<file path="src/design/pfcs_pkg.sv">
// Shared constants, verdict codes and compare helpers for the freshness checker.
`default_nettype none
package pfcs_pkg;

  localparam int unsigned TS_W      = 64;
  localparam int unsigned NOW_W     = 63;
  localparam int unsigned PLAYER_W  = 4;
  localparam int unsigned VERDICT_W = 3;
  localparam int unsigned WIN_W     = 32;
  localparam int unsigned CFG_IDX_W = 2;

  localparam logic [TS_W-1:0] SIGN_BIT = {1'b1, {(TS_W-1){1'b0}}};

  localparam logic [VERDICT_W-1:0] VERDICT_OK          = 3'd0;
  localparam logic [VERDICT_W-1:0] VERDICT_INIT_MARKER = 3'd1;
  localparam logic [VERDICT_W-1:0] VERDICT_TOO_OLD     = 3'd2;
  localparam logic [VERDICT_W-1:0] VERDICT_OUT_OF_ORD  = 3'd3;
  localparam logic [VERDICT_W-1:0] VERDICT_JUST_RESET  = 3'd4;
  localparam logic [VERDICT_W-1:0] VERDICT_BAD_SENDER  = 3'd5;

  localparam logic [CFG_IDX_W-1:0] REG_GRACE  = 2'd0;
  localparam logic [CFG_IDX_W-1:0] REG_MARGIN = 2'd1;
  localparam logic [CFG_IDX_W-1:0] REG_MARKER = 2'd2;

  localparam logic [WIN_W-1:0] GRACE_RST  = 32'd1000000;
  localparam logic [WIN_W-1:0] MARGIN_RST = 32'd1000000;

  // signed a < signed b
  function automatic logic slt(input logic [TS_W-1:0] a, input logic [TS_W-1:0] b);
    return (a ^ SIGN_BIT) < (b ^ SIGN_BIT);
  endfunction

  // exact signed a + unsigned b < signed c
  function automatic logic add_lt(input logic [TS_W-1:0] a, input logic [WIN_W-1:0] b,
                                  input logic [TS_W-1:0] c);
    logic [TS_W:0] s;
    s = {1'b0, a ^ SIGN_BIT} + {{(TS_W+1-WIN_W){1'b0}}, b};
    return s < {1'b0, c ^ SIGN_BIT};
  endfunction

endpackage
`default_nettype wire

</file>
<file path="src/design/pfcs_mem.sv">
// Sender time memory: one write and one registered read port, per-entry valid bits.
`default_nettype none
module pfcs_mem
  import pfcs_pkg::*;
#(
  parameter int unsigned DEPTH = 4
) (
  input  wire logic                     clk_i,
  input  wire logic                     rst_ni,
  input  wire logic                     clr_i,
  input  wire logic                     we_i,
  input  wire logic [$clog2(DEPTH)-1:0] waddr_i,
  input  wire logic [TS_W-1:0]          wdata_i,
  input  wire logic                     re_i,
  input  wire logic [$clog2(DEPTH)-1:0] raddr_i,
  output logic      [TS_W-1:0]          rdata_o
);

  logic [TS_W-1:0]  mem_q [DEPTH];
  logic [DEPTH-1:0] vld_q;
  logic [TS_W-1:0]  rdata_q;
  logic             rvld_q;

  always_ff @(posedge clk_i) begin
    if (we_i) begin
      mem_q[waddr_i] <= wdata_i;
    end
    if (re_i) begin
      rdata_q <= mem_q[raddr_i];
    end
  end

  always_ff @(posedge clk_i or negedge rst_ni) begin
    if (!rst_ni) begin
      vld_q  <= '0;
      rvld_q <= 1'b0;
    end else begin
      if (clr_i) begin
        vld_q <= '0;
      end else if (we_i) begin
        vld_q[waddr_i] <= 1'b1;
      end
      if (re_i) begin
        rvld_q <= vld_q[raddr_i];
      end
    end
  end

  // an entry never written since the last clear reads as zero
  assign rdata_o = rvld_q ? rdata_q : '0;

endmodule
`default_nettype wire

</file>
<file path="src/design/pfcs_div.sv">
// Restoring bit-serial divider of an unsigned magnitude by a small count.
`default_nettype none
module pfcs_div
  import pfcs_pkg::*;
#(
  parameter int unsigned DW = 67,
  parameter int unsigned VW = 3
) (
  input  wire logic            clk_i,
  input  wire logic            rst_ni,
  input  wire logic            start_i,
  input  wire logic [DW-1:0]   dividend_i,
  input  wire logic [VW-1:0]   divisor_i,
  output logic                 done_o,
  output logic      [TS_W-1:0] quot_o
);

  localparam int unsigned CW = $clog2(DW + 1);

  logic [DW-1:0] dvd_q;
  logic [VW-1:0] rem_q;
  logic [VW-1:0] dsr_q;
  logic [CW-1:0] cnt_q;
  logic          busy_q;
  logic          done_q;
  logic [VW:0]   trial;
  logic          fits;

  assign trial = {rem_q, dvd_q[DW-1]};
  assign fits  = trial >= {1'b0, dsr_q};

  always_ff @(posedge clk_i) begin
    if (start_i) begin
      dvd_q <= dividend_i;
      rem_q <= '0;
      dsr_q <= divisor_i;
    end else if (busy_q) begin
      dvd_q <= {dvd_q[DW-2:0], fits};
      rem_q <= fits ? VW'(trial - {1'b0, dsr_q}) : trial[VW-1:0];
    end
  end

  always_ff @(posedge clk_i or negedge rst_ni) begin
    if (!rst_ni) begin
      busy_q <= 1'b0;
      done_q <= 1'b0;
      cnt_q  <= '0;
    end else begin
      done_q <= 1'b0;
      if (start_i) begin
        busy_q <= 1'b1;
        cnt_q  <= CW'(DW);
      end else if (busy_q) begin
        cnt_q <= cnt_q - 1'b1;
        if (cnt_q == CW'(1)) begin
          busy_q <= 1'b0;
          done_q <= 1'b1;
        end
      end
    end
  end

  assign done_o = done_q;
  assign quot_o = dvd_q[TS_W-1:0];

endmodule
`default_nettype wire

</file>
<file path="src/design/packet_freshness_clock_sync.sv">
// Top level: packet freshness check and local clock resync sequencer.
// Each input transfer is a restart (tuser = 1) or a received packet (tuser = 0) and yields
// exactly one output transfer. The local time is now minus the epoch. A packet is checked
// against the initial marker, the grace window, its sender's last accepted stamp (held in
// a one-port-read sender memory) and a freshly restarted clock. Sender times are cleared
// at once by a restart through per-entry valid bits. A restart goes from intake straight
// to finish; a packet passes intake, timestamp, check and finish. When a resync runs, an
// accepted packet adds a walk over the sender memory; if some sender is ahead by more
// than the margin it adds a bit-serial divide wait and a step to apply the epoch. The
// finish step stalls while the output register still holds a result that has not
// been taken.
// One item is in flight at a time; a finished result waits in the output register while
// the next item is taken.
`default_nettype none
module packet_freshness_clock_sync
  import pfcs_pkg::*;
#(
  parameter int unsigned PLAYER_COUNT = 4
) (
  input  wire logic                 clk_i,
  input  wire logic                 rst_ni,
  input  wire logic                 s_axis_tvalid,
  output logic                      s_axis_tready,
  // [62:0] now, [126:63] packet_timestamp, [130:127] player, rest zero
  input  wire logic [135:0]         s_axis_tdata,
  // [0] mode
  input  wire logic                 s_axis_tuser,
  output logic                      m_axis_tvalid,
  input  wire logic                 m_axis_tready,
  // [63:0] local_time
  output logic      [63:0]          m_axis_tdata,
  // [0] accepted, [3:1] verdict, [4] resynced
  output logic      [4:0]           m_axis_tuser,
  input  wire logic                 cfg_we_i,
  input  wire logic [CFG_IDX_W-1:0] cfg_idx_i,
  input  wire logic [TS_W-1:0]      cfg_data_i
);

  localparam int unsigned IDXW = $clog2(PLAYER_COUNT);
  localparam int unsigned CNTW = $clog2(PLAYER_COUNT + 1);
  localparam int unsigned SUMW = TS_W + CNTW;

  localparam logic [3:0] ST_IDLE = 4'd0;
  localparam logic [3:0] ST_TS   = 4'd1;
  localparam logic [3:0] ST_CHK  = 4'd2;
  localparam logic [3:0] ST_WALK = 4'd3;
  localparam logic [3:0] ST_WEND = 4'd4;
  localparam logic [3:0] ST_DIVW = 4'd5;
  localparam logic [3:0] ST_APPL = 4'd6;
  localparam logic [3:0] ST_FIN  = 4'd7;

  logic [3:0] state_q, state_d;

  // configuration
  logic [WIN_W-1:0] grace_q, margin_q;
  logic [TS_W-1:0]  marker_q;

  // block state
  logic [TS_W-1:0] epoch_q;
  logic [1:0]      acc_cnt_q;
  logic            pending_q;

  // per-item working registers
  logic [NOW_W-1:0]    now_q;
  logic [TS_W-1:0]     pt_q;
  logic [PLAYER_W-1:0] player_q;
  logic [TS_W-1:0]     ts_q;
  logic                acc_q;
  logic [VERDICT_W-1:0] verdict_q;
  logic                done_q;
  logic [CNTW-1:0]     wcnt_q;
  logic [SUMW-1:0]     sum_q;
  logic [CNTW-1:0]     num_q;
  logic [TS_W-1:0]     diff_q;

  // output register
  logic                 out_vld_q;
  logic [TS_W-1:0]      out_lt_q;
  logic                 out_acc_q;
  logic [VERDICT_W-1:0] out_verdict_q;
  logic                 out_done_q;

  logic in_xfer;
  logic out_free;
  logic player_ok;
  logic [IDXW-1:0] player_idx_in, player_idx_q;

  logic            mem_we, mem_re, mem_clr;
  logic [IDXW-1:0] mem_raddr;
  logic [TS_W-1:0] mem_rdata;

  logic            div_start, div_done;
  logic [TS_W-1:0] div_quot;
  logic            sum_neg;
  logic [SUMW-1:0] sum_mag;

  logic [VERDICT_W-1:0] chk_verdict;
  logic                 chk_acc;
  logic [1:0]           cnt_inc;
  logic                 walk_hit;

  assign s_axis_tready = (state_q == ST_IDLE);
  assign in_xfer       = s_axis_tvalid && s_axis_tready;
  assign out_free      = !out_vld_q || m_axis_tready;

  assign player_idx_in = IDXW'(s_axis_tdata[130:127] - 4'd1);
  assign player_idx_q  = IDXW'(player_q - 4'd1);
  assign player_ok     = (player_q != '0) && (player_q <= PLAYER_W'(PLAYER_COUNT));

  // verdict in check order: marker, too old, bad sender, out of order, just reset
  always_comb begin
    chk_verdict = VERDICT_OK;
    chk_acc     = 1'b0;
    if (pt_q == marker_q) begin
      chk_verdict = VERDICT_INIT_MARKER;
    end else if (add_lt(pt_q, grace_q, ts_q)) begin
      chk_verdict = VERDICT_TOO_OLD;
    end else if (!player_ok) begin
      chk_verdict = VERDICT_BAD_SENDER;
    end else if (slt(pt_q, mem_rdata)) begin
      chk_verdict = VERDICT_OUT_OF_ORD;
    end else if (!pending_q && slt(ts_q, {{(TS_W-WIN_W){1'b0}}, grace_q})
                 && add_lt(ts_q, grace_q, pt_q)) begin
      chk_verdict = VERDICT_JUST_RESET;
    end else begin
      chk_acc = 1'b1;
    end
  end

  assign cnt_inc  = (acc_cnt_q == 2'd3) ? 2'd3 : acc_cnt_q + 2'd1;
  assign walk_hit = add_lt(ts_q, margin_q, mem_rdata);

  // memory ports: read the sender on intake, walk all senders during a resync
  assign mem_clr   = in_xfer && s_axis_tuser;
  assign mem_we    = (state_q == ST_CHK) && chk_acc;
  assign mem_re    = (in_xfer && !s_axis_tuser)
                  || ((state_q == ST_WALK) && (wcnt_q < CNTW'(PLAYER_COUNT)));
  assign mem_raddr = (state_q == ST_WALK) ? wcnt_q[IDXW-1:0] : player_idx_in;

  pfcs_mem #(
    .DEPTH(PLAYER_COUNT)
  ) u_mem (
    .clk_i   (clk_i),
    .rst_ni  (rst_ni),
    .clr_i   (mem_clr),
    .we_i    (mem_we),
    .waddr_i (player_idx_q),
    .wdata_i (pt_q),
    .re_i    (mem_re),
    .raddr_i (mem_raddr),
    .rdata_o (mem_rdata)
  );

  assign sum_neg   = sum_q[SUMW-1];
  assign sum_mag   = sum_neg ? SUMW'(-sum_q) : sum_q;
  assign div_start = (state_q == ST_WEND) && (num_q != '0);

  pfcs_div #(
    .DW(SUMW),
    .VW(CNTW)
  ) u_div (
    .clk_i      (clk_i),
    .rst_ni     (rst_ni),
    .start_i    (div_start),
    .dividend_i (sum_mag),
    .divisor_i  (num_q),
    .done_o     (div_done),
    .quot_o     (div_quot)
  );

  // sequencer
  always_comb begin
    state_d = state_q;
    case (state_q)
      ST_IDLE: begin
        if (in_xfer) begin
          state_d = s_axis_tuser ? ST_FIN : ST_TS;
        end
      end
      ST_TS:   state_d = ST_CHK;
      ST_CHK: begin
        if (chk_acc && pending_q && cnt_inc[1]) begin
          state_d = ST_WALK;
        end else begin
          state_d = ST_FIN;
        end
      end
      ST_WALK: begin
        if (wcnt_q == CNTW'(PLAYER_COUNT)) begin
          state_d = ST_WEND;
        end
      end
      ST_WEND: state_d = (num_q == '0) ? ST_FIN : ST_DIVW;
      ST_DIVW: begin
        if (div_done) begin
          state_d = ST_APPL;
        end
      end
      ST_APPL: state_d = ST_FIN;
      ST_FIN: begin
        if (out_free) begin
          state_d = ST_IDLE;
        end
      end
      default: state_d = ST_IDLE;
    endcase
  end

  // payload registers
  always_ff @(posedge clk_i) begin
    if (in_xfer) begin
      now_q    <= s_axis_tdata[62:0];
      pt_q     <= s_axis_tdata[126:63];
      player_q <= s_axis_tdata[130:127];
    end
    if (state_q == ST_TS) begin
      ts_q <= {1'b0, now_q} - epoch_q;
    end
    if (state_q == ST_CHK) begin
      wcnt_q <= '0;
      sum_q  <= '0;
      num_q  <= '0;
    end
    if (state_q == ST_WALK) begin
      wcnt_q <= wcnt_q + 1'b1;
      // accumulate data read in the previous cycle
      if (wcnt_q != '0 && walk_hit) begin
        sum_q <= sum_q + {{CNTW{mem_rdata[TS_W-1]}}, mem_rdata};
        num_q <= num_q + 1'b1;
      end
    end
    // signed average minus local time: the amount to pull the epoch back
    if (state_q == ST_DIVW && div_done) begin
      diff_q <= (sum_neg ? -div_quot : div_quot) - ts_q;
    end
    if (state_q == ST_FIN && out_free) begin
      out_lt_q      <= {1'b0, now_q} - epoch_q;
      out_acc_q     <= acc_q;
      out_verdict_q <= verdict_q;
      out_done_q    <= done_q;
    end
  end

  // control and block state
  always_ff @(posedge clk_i or negedge rst_ni) begin
    if (!rst_ni) begin
      state_q   <= ST_IDLE;
      grace_q   <= GRACE_RST;
      margin_q  <= MARGIN_RST;
      marker_q  <= '0;
      epoch_q   <= '0;
      acc_cnt_q <= '0;
      pending_q <= 1'b0;
      acc_q     <= 1'b0;
      verdict_q <= VERDICT_OK;
      done_q    <= 1'b0;
      out_vld_q <= 1'b0;
    end else begin
      state_q <= state_d;
      if (cfg_we_i) begin
        case (cfg_idx_i)
          REG_GRACE:  grace_q  <= cfg_data_i[WIN_W-1:0];
          REG_MARGIN: margin_q <= cfg_data_i[WIN_W-1:0];
          REG_MARKER: marker_q <= cfg_data_i;
          default: ;
        endcase
      end
      if (in_xfer) begin
        acc_q     <= 1'b0;
        verdict_q <= VERDICT_OK;
        done_q    <= 1'b0;
        if (s_axis_tuser) begin
          epoch_q   <= {1'b0, s_axis_tdata[62:0]};
          acc_cnt_q <= '0;
        end
      end
      if (state_q == ST_CHK) begin
        acc_q     <= chk_acc;
        verdict_q <= chk_verdict;
        if (chk_verdict == VERDICT_JUST_RESET) begin
          pending_q <= 1'b1;
        end
        if (chk_acc) begin
          acc_cnt_q <= cnt_inc;
        end
      end
      if (state_q == ST_APPL) begin
        epoch_q   <= epoch_q - diff_q;
        pending_q <= 1'b0;
        done_q    <= 1'b1;
      end
      if (state_q == ST_FIN && out_free) begin
        out_vld_q <= 1'b1;
      end else if (m_axis_tready) begin
        out_vld_q <= 1'b0;
      end
    end
  end

  assign m_axis_tvalid = out_vld_q;
  assign m_axis_tdata  = out_lt_q;
  assign m_axis_tuser  = {out_done_q, out_verdict_q, out_acc_q};

endmodule
`default_nettype wire

</file>
<file path="config.mk">
export PLATFORM = sky130hd
export DESIGN_NAME = packet_freshness_clock_sync
export DESIGN_NICKNAME = d
export VERILOG_FILES = /design/src/design/pfcs_pkg.sv /design/src/design/pfcs_mem.sv /design/src/design/pfcs_div.sv /design/src/design/packet_freshness_clock_sync.sv
export SDC_FILE = /design/constraint.sdc
export NUM_CORES = 2
export LEC_CHECK = 0
export BUFFER_PORTS_ARGS = -buffer_cell sky130_fd_sc_hd__buf_4
export CAP_MARGIN = 20
export CORE_ASPECT_RATIO = 0.6
export CORE_MARGIN = 2
export CORE_UTILIZATION = 57
export CTS_CLUSTER_DIAMETER = 40
export DETAILED_ROUTE_END_ITERATION = 6
export PLACE_DENSITY = 0.77
export SETUP_SLACK_MARGIN = 0.1
export SLEW_MARGIN = 20
export SYNTH_ARGS = -nofsm -noshare
export SYNTH_HDL_FRONTEND = slang
export SYNTH_SLANG_ARGS = --single-unit
</file>
<file path="constraint.sdc">
create_clock -name clk_i -period 7.53 [get_ports clk_i]
set_input_delay 1.506 -clock clk_i [delete_from_list [all_inputs] [get_ports clk_i]]
set_output_delay 1.506 -clock clk_i [all_outputs]
set_load 0.03 [all_outputs]
</file>
After elaboration in Yosys (flattened, before gate mapping)
Memory sizes are Yosys's and may differ from the RTL's. A register that Yosys moved wholly into a read port is not among the register bits.
Cells that the tools add are included.
- output and inout port bits: 71
- bits in writable memories: 256
- input port bits: 208
- memories: 1
- logic and storage cells: 189
- register bits: 693
- bitwise gates (word level): 4
- $lt $le $gt $ge: 11
- equal/unequal tests: 18
- add/subtract/negate cells: 16
- muxes and demuxes: 67
- reduce and logical (&&, ||, !) cells: 41
- memory list (memory ; words ; bits a word ; rd ports ; clocked after memory_dff ; write ports ; RTL line ; source):
    u_mem.mem_q ; 4 ; 64 ; 1 ; 1 ; 1 ; pfcs_mem.sv:19 ; logic [TS_W-1:0] mem_q [DEPTH];
- operator list (operator ; count):
    two-way mux 67 bit ; 6
    two-way mux 64 bit ; 5
    adder 64 x 32 -> 65 bit ; 3
    < comparator 65 x 64 -> 1 bit ; 3
    < comparator 64 bit ; 2
    subtractor 64 bit ; 2
    adder 67 bit ; 1
    negator 67 bit ; 1
    == test 64 bit ; 1
    negator 64 bit ; 1
    subtractor 63 x 64 -> 64 bit ; 1
    two-way mux 3 bit ; 15
    case mux 4 bit (8 select lines) ; 1
    two-way mux 4 bit ; 6
    two-way mux 1 bit ; 23
    nonzero test 2 bit ; 9
    == test 4 x 3 -> 1 bit, second input constant ; 4
    logical AND 1 bit ; 15
    two-way mux 2 bit ; 7
    two-way mux 7 bit ; 2
    AND reduction 2 bit ; 5
    == test 4 x 2 -> 1 bit, second input constant ; 2
    == test 7 x 1 -> 1 bit, second input constant ; 1
    subtractor 7 x 1 -> 7 bit, second input constant ; 1
    other kinds (27) ; 40

Longest topological paths before layout
- depth in word-level cells: 13
- gate-level depth with buffers: 29
- mapped depth without buffers: 28

Modules after synthesis
A second synthesis with hierarchy kept.
- cell total of the unflattened synthesis: 6440
- area, all modules: 66935.4 µm²
- modules (own cells, without submodules) (module ; sequential area each (µm²) ; times used ; area each (µm²) ; cells an instance):
    packet_freshness_clock_sync ; 16463.3 ; 1 ; 51044.0 ; 5665
    pfcs_mem ; 9734.3 ; 1 ; 11810.1 ; 492
    pfcs_div ; 2387.3 ; 1 ; 4081.4 ; 283

Worst setup path before layout
No wires, ideal clock.
- path kind: flip-flop to flip-flop
- start: register grace_q[14]
- end: memory u_mem.mem_q[1][0] (enable)
- slack: -0.016 ns
- cell stages (with the launch flop): 24
- clock period less this slack: 7.546 ns
- setup time: 0.430 ns
- required time: 7.100 ns
- data arrival time: 7.116 ns
- buffers on the path: 0
- cell sequence: dfstp_2 > inv_1 > ha_1 > nor4_1 > nand2_1 > or3_1 > a211oi_1 > nor3_1 > o211ai_1 > nor4_1 > o41ai_1 > a21oi_1 > o21ai_0 > xnor2_1 > ha_1 > and4_1 > nand4_1 > or4_1 > and4_1 > o21a_1 > o22a_1 > o211a_1 > nor4_1 > and3b_1
- longest elaborated chain between the ends: 11
- elaborated cells between the ends (all ways): 15
- those cells by class: add/sub (2); order compare (3); mux (7); reduce/logical (3)
- ends and longest elaborated chain (element ; RTL line ; source):
    start: declaration ; packet_freshness_clock_sync.sv:55 ; logic [WIN_W-1:0] grace_q, margin_q;
    start signal: assignment ; packet_freshness_clock_sync.sv:262 ; REG_GRACE: grace_q <= cfg_data_i[WIN_W-1:0];
    adder 64 x 32 -> 65 bit / < comparator 64 bit (equally long branches) ; pfcs_pkg.sv:37, pfcs_pkg.sv:30 ;
    < comparator 65 x 64 -> 1 bit / logical AND 1 bit (equally long branches) ; pfcs_pkg.sv:38, packet_freshness_clock_sync.sv:122 ;
    logical AND 1 bit ; packet_freshness_clock_sync.sv:123 ; && add_lt(ts_q, grace_q, pt_q)) begin
    two-way mux 1 bit ; packet_freshness_clock_sync.sv:122 ; end else if (!pending_q && slt(ts_q, {{(TS_W-WIN_W){1'b0}}, grace_q})
    two-way mux 1 bit ; packet_freshness_clock_sync.sv:120 ; end else if (slt(pt_q, mem_rdata)) begin
    two-way mux 1 bit ; packet_freshness_clock_sync.sv:118 ; end else if (!player_ok) begin
    two-way mux 1 bit (*) ; packet_freshness_clock_sync.sv:116 ; end else if (add_lt(pt_q, grace_q, ts_q)) begin
    two-way mux 1 bit (*) ; packet_freshness_clock_sync.sv:114 ; if (pt_q == marker_q) begin
    logical AND 1 bit (*) ; packet_freshness_clock_sync.sv:135 ; assign mem_we = (state_q == ST_CHK) && chk_acc;
    two-way mux 1 bit (*) ; pfcs_mem.sv:25 ; if (we_i) begin
    two-way mux 1 bit (not written as such) (*) ; pfcs_mem.sv:26 ; mem_q[waddr_i] <= wdata_i;
    end: declaration ; pfcs_mem.sv:19 ;
Mark *: on every way between the ends. The rest lies on a longest branch, timed or not.

Worst setup path after layout
- start: register grace_q[14]
- end: register u_mem.vld_q[3]
- longest elaborated chain between the ends: 10
- elaborated cells between the ends (all ways): 14
- those cells by class: add/sub (2); order compare (3); mux (5); reduce/logical (4)
- ends and longest elaborated chain (element ; RTL line ; source):
    adder 64 x 32 -> 65 bit / < comparator 64 bit (equally long branches) ; pfcs_pkg.sv:37, pfcs_pkg.sv:30 ;
    < comparator 65 x 64 -> 1 bit / logical AND 1 bit (equally long branches) ; pfcs_pkg.sv:38, packet_freshness_clock_sync.sv:122 ;
    logical AND 1 bit ; packet_freshness_clock_sync.sv:123 ;
    two-way mux 1 bit ; packet_freshness_clock_sync.sv:122 ;
    two-way mux 1 bit ; packet_freshness_clock_sync.sv:120 ;
    two-way mux 1 bit ; packet_freshness_clock_sync.sv:118 ;
    two-way mux 1 bit (*) ; packet_freshness_clock_sync.sv:116 ;
    two-way mux 1 bit (*) ; packet_freshness_clock_sync.sv:114 ;
    logical AND 1 bit (*) ; packet_freshness_clock_sync.sv:135 ;
    nonzero test 2 bit (no line) (*) ; -- ;
    end signal: assignment ; pfcs_mem.sv:35 ; vld_q <= '0;
    end signal: assignment ; pfcs_mem.sv:39 ; vld_q <= '0;
    end signal: indexed assignment ; pfcs_mem.sv:41 ; vld_q[waddr_i] <= 1'b1;
    end: declaration ; pfcs_mem.sv:20 ; logic [DEPTH-1:0] vld_q;
Marks and branches as above.
A chain may end at the register's enable or synchronous reset.

==> run summary <==
Startpoint Class: flop
routed len/inst: 23.18 µm
fraction of layout cells with a size suffix above 1: 13.46%
top cells by area, synth: edfxtp_1 33%, ha_1 12%, dfrtp_1 7.7%, xnor2_1 4.9%, o21ai_0 3.7%
GRT Util Overall: 33.01%
critical path peak fanout: 11
Max Freq: 138.7 MHz
io pins: 279
Placed Cells: 8,304
Synth Warn #: 0
fillers: 9,045
pin count of the biggest net entering global routing: 119
most numerous cell in the Yosys netlist: edfxtp_1
GPL Wtd Cong: 1.003
Die ar.: 0.1193 mm²
status: finished clean
WL met2: 86.26 mm
Die Height: 268.4 µm
die width: 444.7 µm
Fin. Hold Viols: 0
Top Registers: u_mem.mem_q x256, sum_q x67, u_div.dvd_q x67
clock sink total: 1,012
drt total wl: 198.2 mm
vias per cell: 6.179
WP data arrival: 7.88 ns
Static Leak: 32.64 nW
iteration count of the initial detailed-routing pass: 6
DP HPWL: 153.6 mm
NumNets Final: 7,779
Area Overhead vs Synth: 14.23%
max-cap viol count: 0
RSZ-0062 raised after global routing: false
Slew Limit Fails: 0
CTS tree: built
Clock Tree Buf Depth: 3
Seq/Total Area, Yosys: 43.04%
setup repair bufs after CTS: 0
Hold WC Path Type: reg2reg
H-Tree Depth: 4
vias post-DR: 52,830
WL met3: 17.09 mm
share of the synthesized area in the top cell type: 32.60%
Period minus WS final: 7.208 ns
Mapped Area: 0.06641 mm²
max incr delay on CP: 0.55 ns
Slew HR: 17.03%
slowest CP cell: dfstp_2
VDD IR max: 0.2389 mV
Avg Cell Area, Syn: 10.19 µm²
Setup-failing EPs final: 0
post-synthesis cell type count: 83
highest metal used: met4
Clock Tree Root: clkbuf_16
most flop-heavy register: u_mem.mem_q
DRC: 0
Critical Setup Path Class: reg2reg
Hold-fix buffers, CTS: 0
Congestion Overflow GR: 0
Least-Margin Pin Slew: 1.233 ns
cell area power density: 392.6 mW/mm²
cell taking the most area after synthesis: edfxtp_1
cell mode on critical path: a21o_1
number of DRC markers in iteration 0: 5,526
FP Rows: 96
Worst-path clk slew: 0.06 ns
antenna viol nets, final: 0
vias in the first global route: 51,110
Post-synth top cells: 721 x edfxtp_1, 646 x ha_1, 617 x nand2_1, 497 x o21ai_0, 477 x inv_1
initial antenna violation count: 5
top_reg_cell synth: edfxtp_1
total CTS buffers: 130
number of synthesized flops with an enable pin: 721
share of flip-flops with an asynchronous set or reset: 21.54%
CP endpoint kind: flop
first-pass GRT wire length: 301.2 mm
starting density of the core: 57.77%
max reg flops: 256
Sum Neg Setup Slack: 0 ns
final worst-path cycle share: 95.73%
Gate Count Post-Synth: 6,518
CORE AREA: 0.1150 mm²
synthesized flop and latch total: 1,012
Critical Path RT: 8.21 ns
Syn Nets: 7,380
DRT met1 WL: 88.26 mm
Layout Cells excl Fill: 8,549
Clock Skew: 0.02917 ns
Worst-Skew Late Latency: 0.79 ns
PortBufs: 273
-- per-layer routing --
metal  vias to the layer above  GRT usage, %
met5                         -             0
li1                      24750             -
met3                       346         6.570
met4                         0         11.53
met1                     25510         47.19
met2                      2221         50.23
-- final cells by class --
type | count | area (µm²) | share of cell area (%)
Multi-Input combinational cell | 4835 | 35490 | 46.78
Sequential cell | 1012 | 28590 | 37.69
Timing Repair Buffer | 461 | 3643 | 4.803
Clock buffer | 157 | 3487 | 4.597
Tap cell | 1519 | 1901 | 2.505
Inverter | 477 | 1795 | 2.367
Clock inverter | 85 | 947.2 | 1.249
Antenna cell | 3 | 7.507 | 0.009896
-- placed cells by master, fill, tap and decap left out, drive strengths merged, types with 65 or more instances in the layout --
| master | n |
|---|---|
| a21o | 275 |
| a21oi | 444 |
| buf | 461 |
| clkbuf | 157 |
| dfrtp | 204 |
| dfxtp | 73 |
| edfxtp | 721 |
| ha | 646 |
| inv | 505 |
| mux2 | 110 |
| mux4 | 65 |
| nand2 | 617 |
| nand3 | 128 |
| nand4 | 111 |
| nor2 | 303 |
| nor3 | 71 |
| o21ai | 508 |
| o31ai | 70 |
| or3 | 66 |
| xnor2 | 368 |
| xor2 | 231 |
-- worst paths after layout --
path | startpoint | to | slack (ns) | cells past startpoint
max in group asynchronous | rst_ni | epoch_q[2] | 5.64 | 2
max | grace_q[14] | u_mem.vld_q[3] | 0.32 | 32
min in group asynchronous | rst_ni | marker_q[47] | 0.63 | 1
max reg2reg | grace_q[14] | u_mem.vld_q[3] | 0.32 | 32
min | verdict_q[0] | out_verdict_q[0] | 0.46 | 0
min reg2reg | verdict_q[0] | out_verdict_q[0] | 0.46 | 0
-- critical path, delay by kind of cell (launching register included) --
| kind | cells | cell delay [ns] |
|---|---|---|
| adders and majority gates | 2 | 0.50 |
| xor gates and xnor gates | 1 | 0.08 |
| and+or+nand+nor | 8 | 1.94 |
| DFF | 1 | 0.55 |
| AOI/OAI and AO/OA | 14 | 3.00 |
| buffers and inverters | 7 | 0.97 |
-- cells by family (layout without fill, tap and decap cells) --
family          count (synthesis)  in the layout  share of synthesized area (%)
mux                           238            238                          5.019
simple gates                 1645           1645                          11.92
xor+xnor                      599            599                          7.900
compound gates               1699           1699                          15.90
other cells                     0              3                              0
buf+inv                       671           1180                          3.804
flops                        1012           1012                          43.04
fa+ha+maj                     654            654                          12.41
-- through the flow --
step | power [mW] | utilization [%] | hold slack [ns] | setup slack (ns) | instance area [µm²]
finish | 29.78 | 65.99 | 0.4584 | 0.3219 | 75860
global route | 31.62 | 65.99 | 0.4619 | 0.1068 | 75850
CTS | 29.54 | 65.92 | 0.4589 | 0.1365 | 75770
detailed placement | 23.02 | 62.05 | 0.4384 | 0.1412 | 71330
global placement | 22.63 | 62.05 | 0.4303 | 0.1525 | 71320
floorplan | 18.73 | - | 0.4245 | 0.6748 | 66410
-- power by group --
part / leakage, nW / total [mW] / switching, mW / internal [mW]
combinational: 20.7 / 14.7 / 8.97 / 5.72
sequential: 9.79 / 8.71 / 0.988 / 7.72
clock: 2.14 / 6.39 / 2.73 / 3.65
-- what timing repair did --
item	CTS	global route
pin swaps	0	3
endpoints found under the setup margin	88	334
resized for setup	1	25
Note: power is estimated with default switching activity, not from simulation.
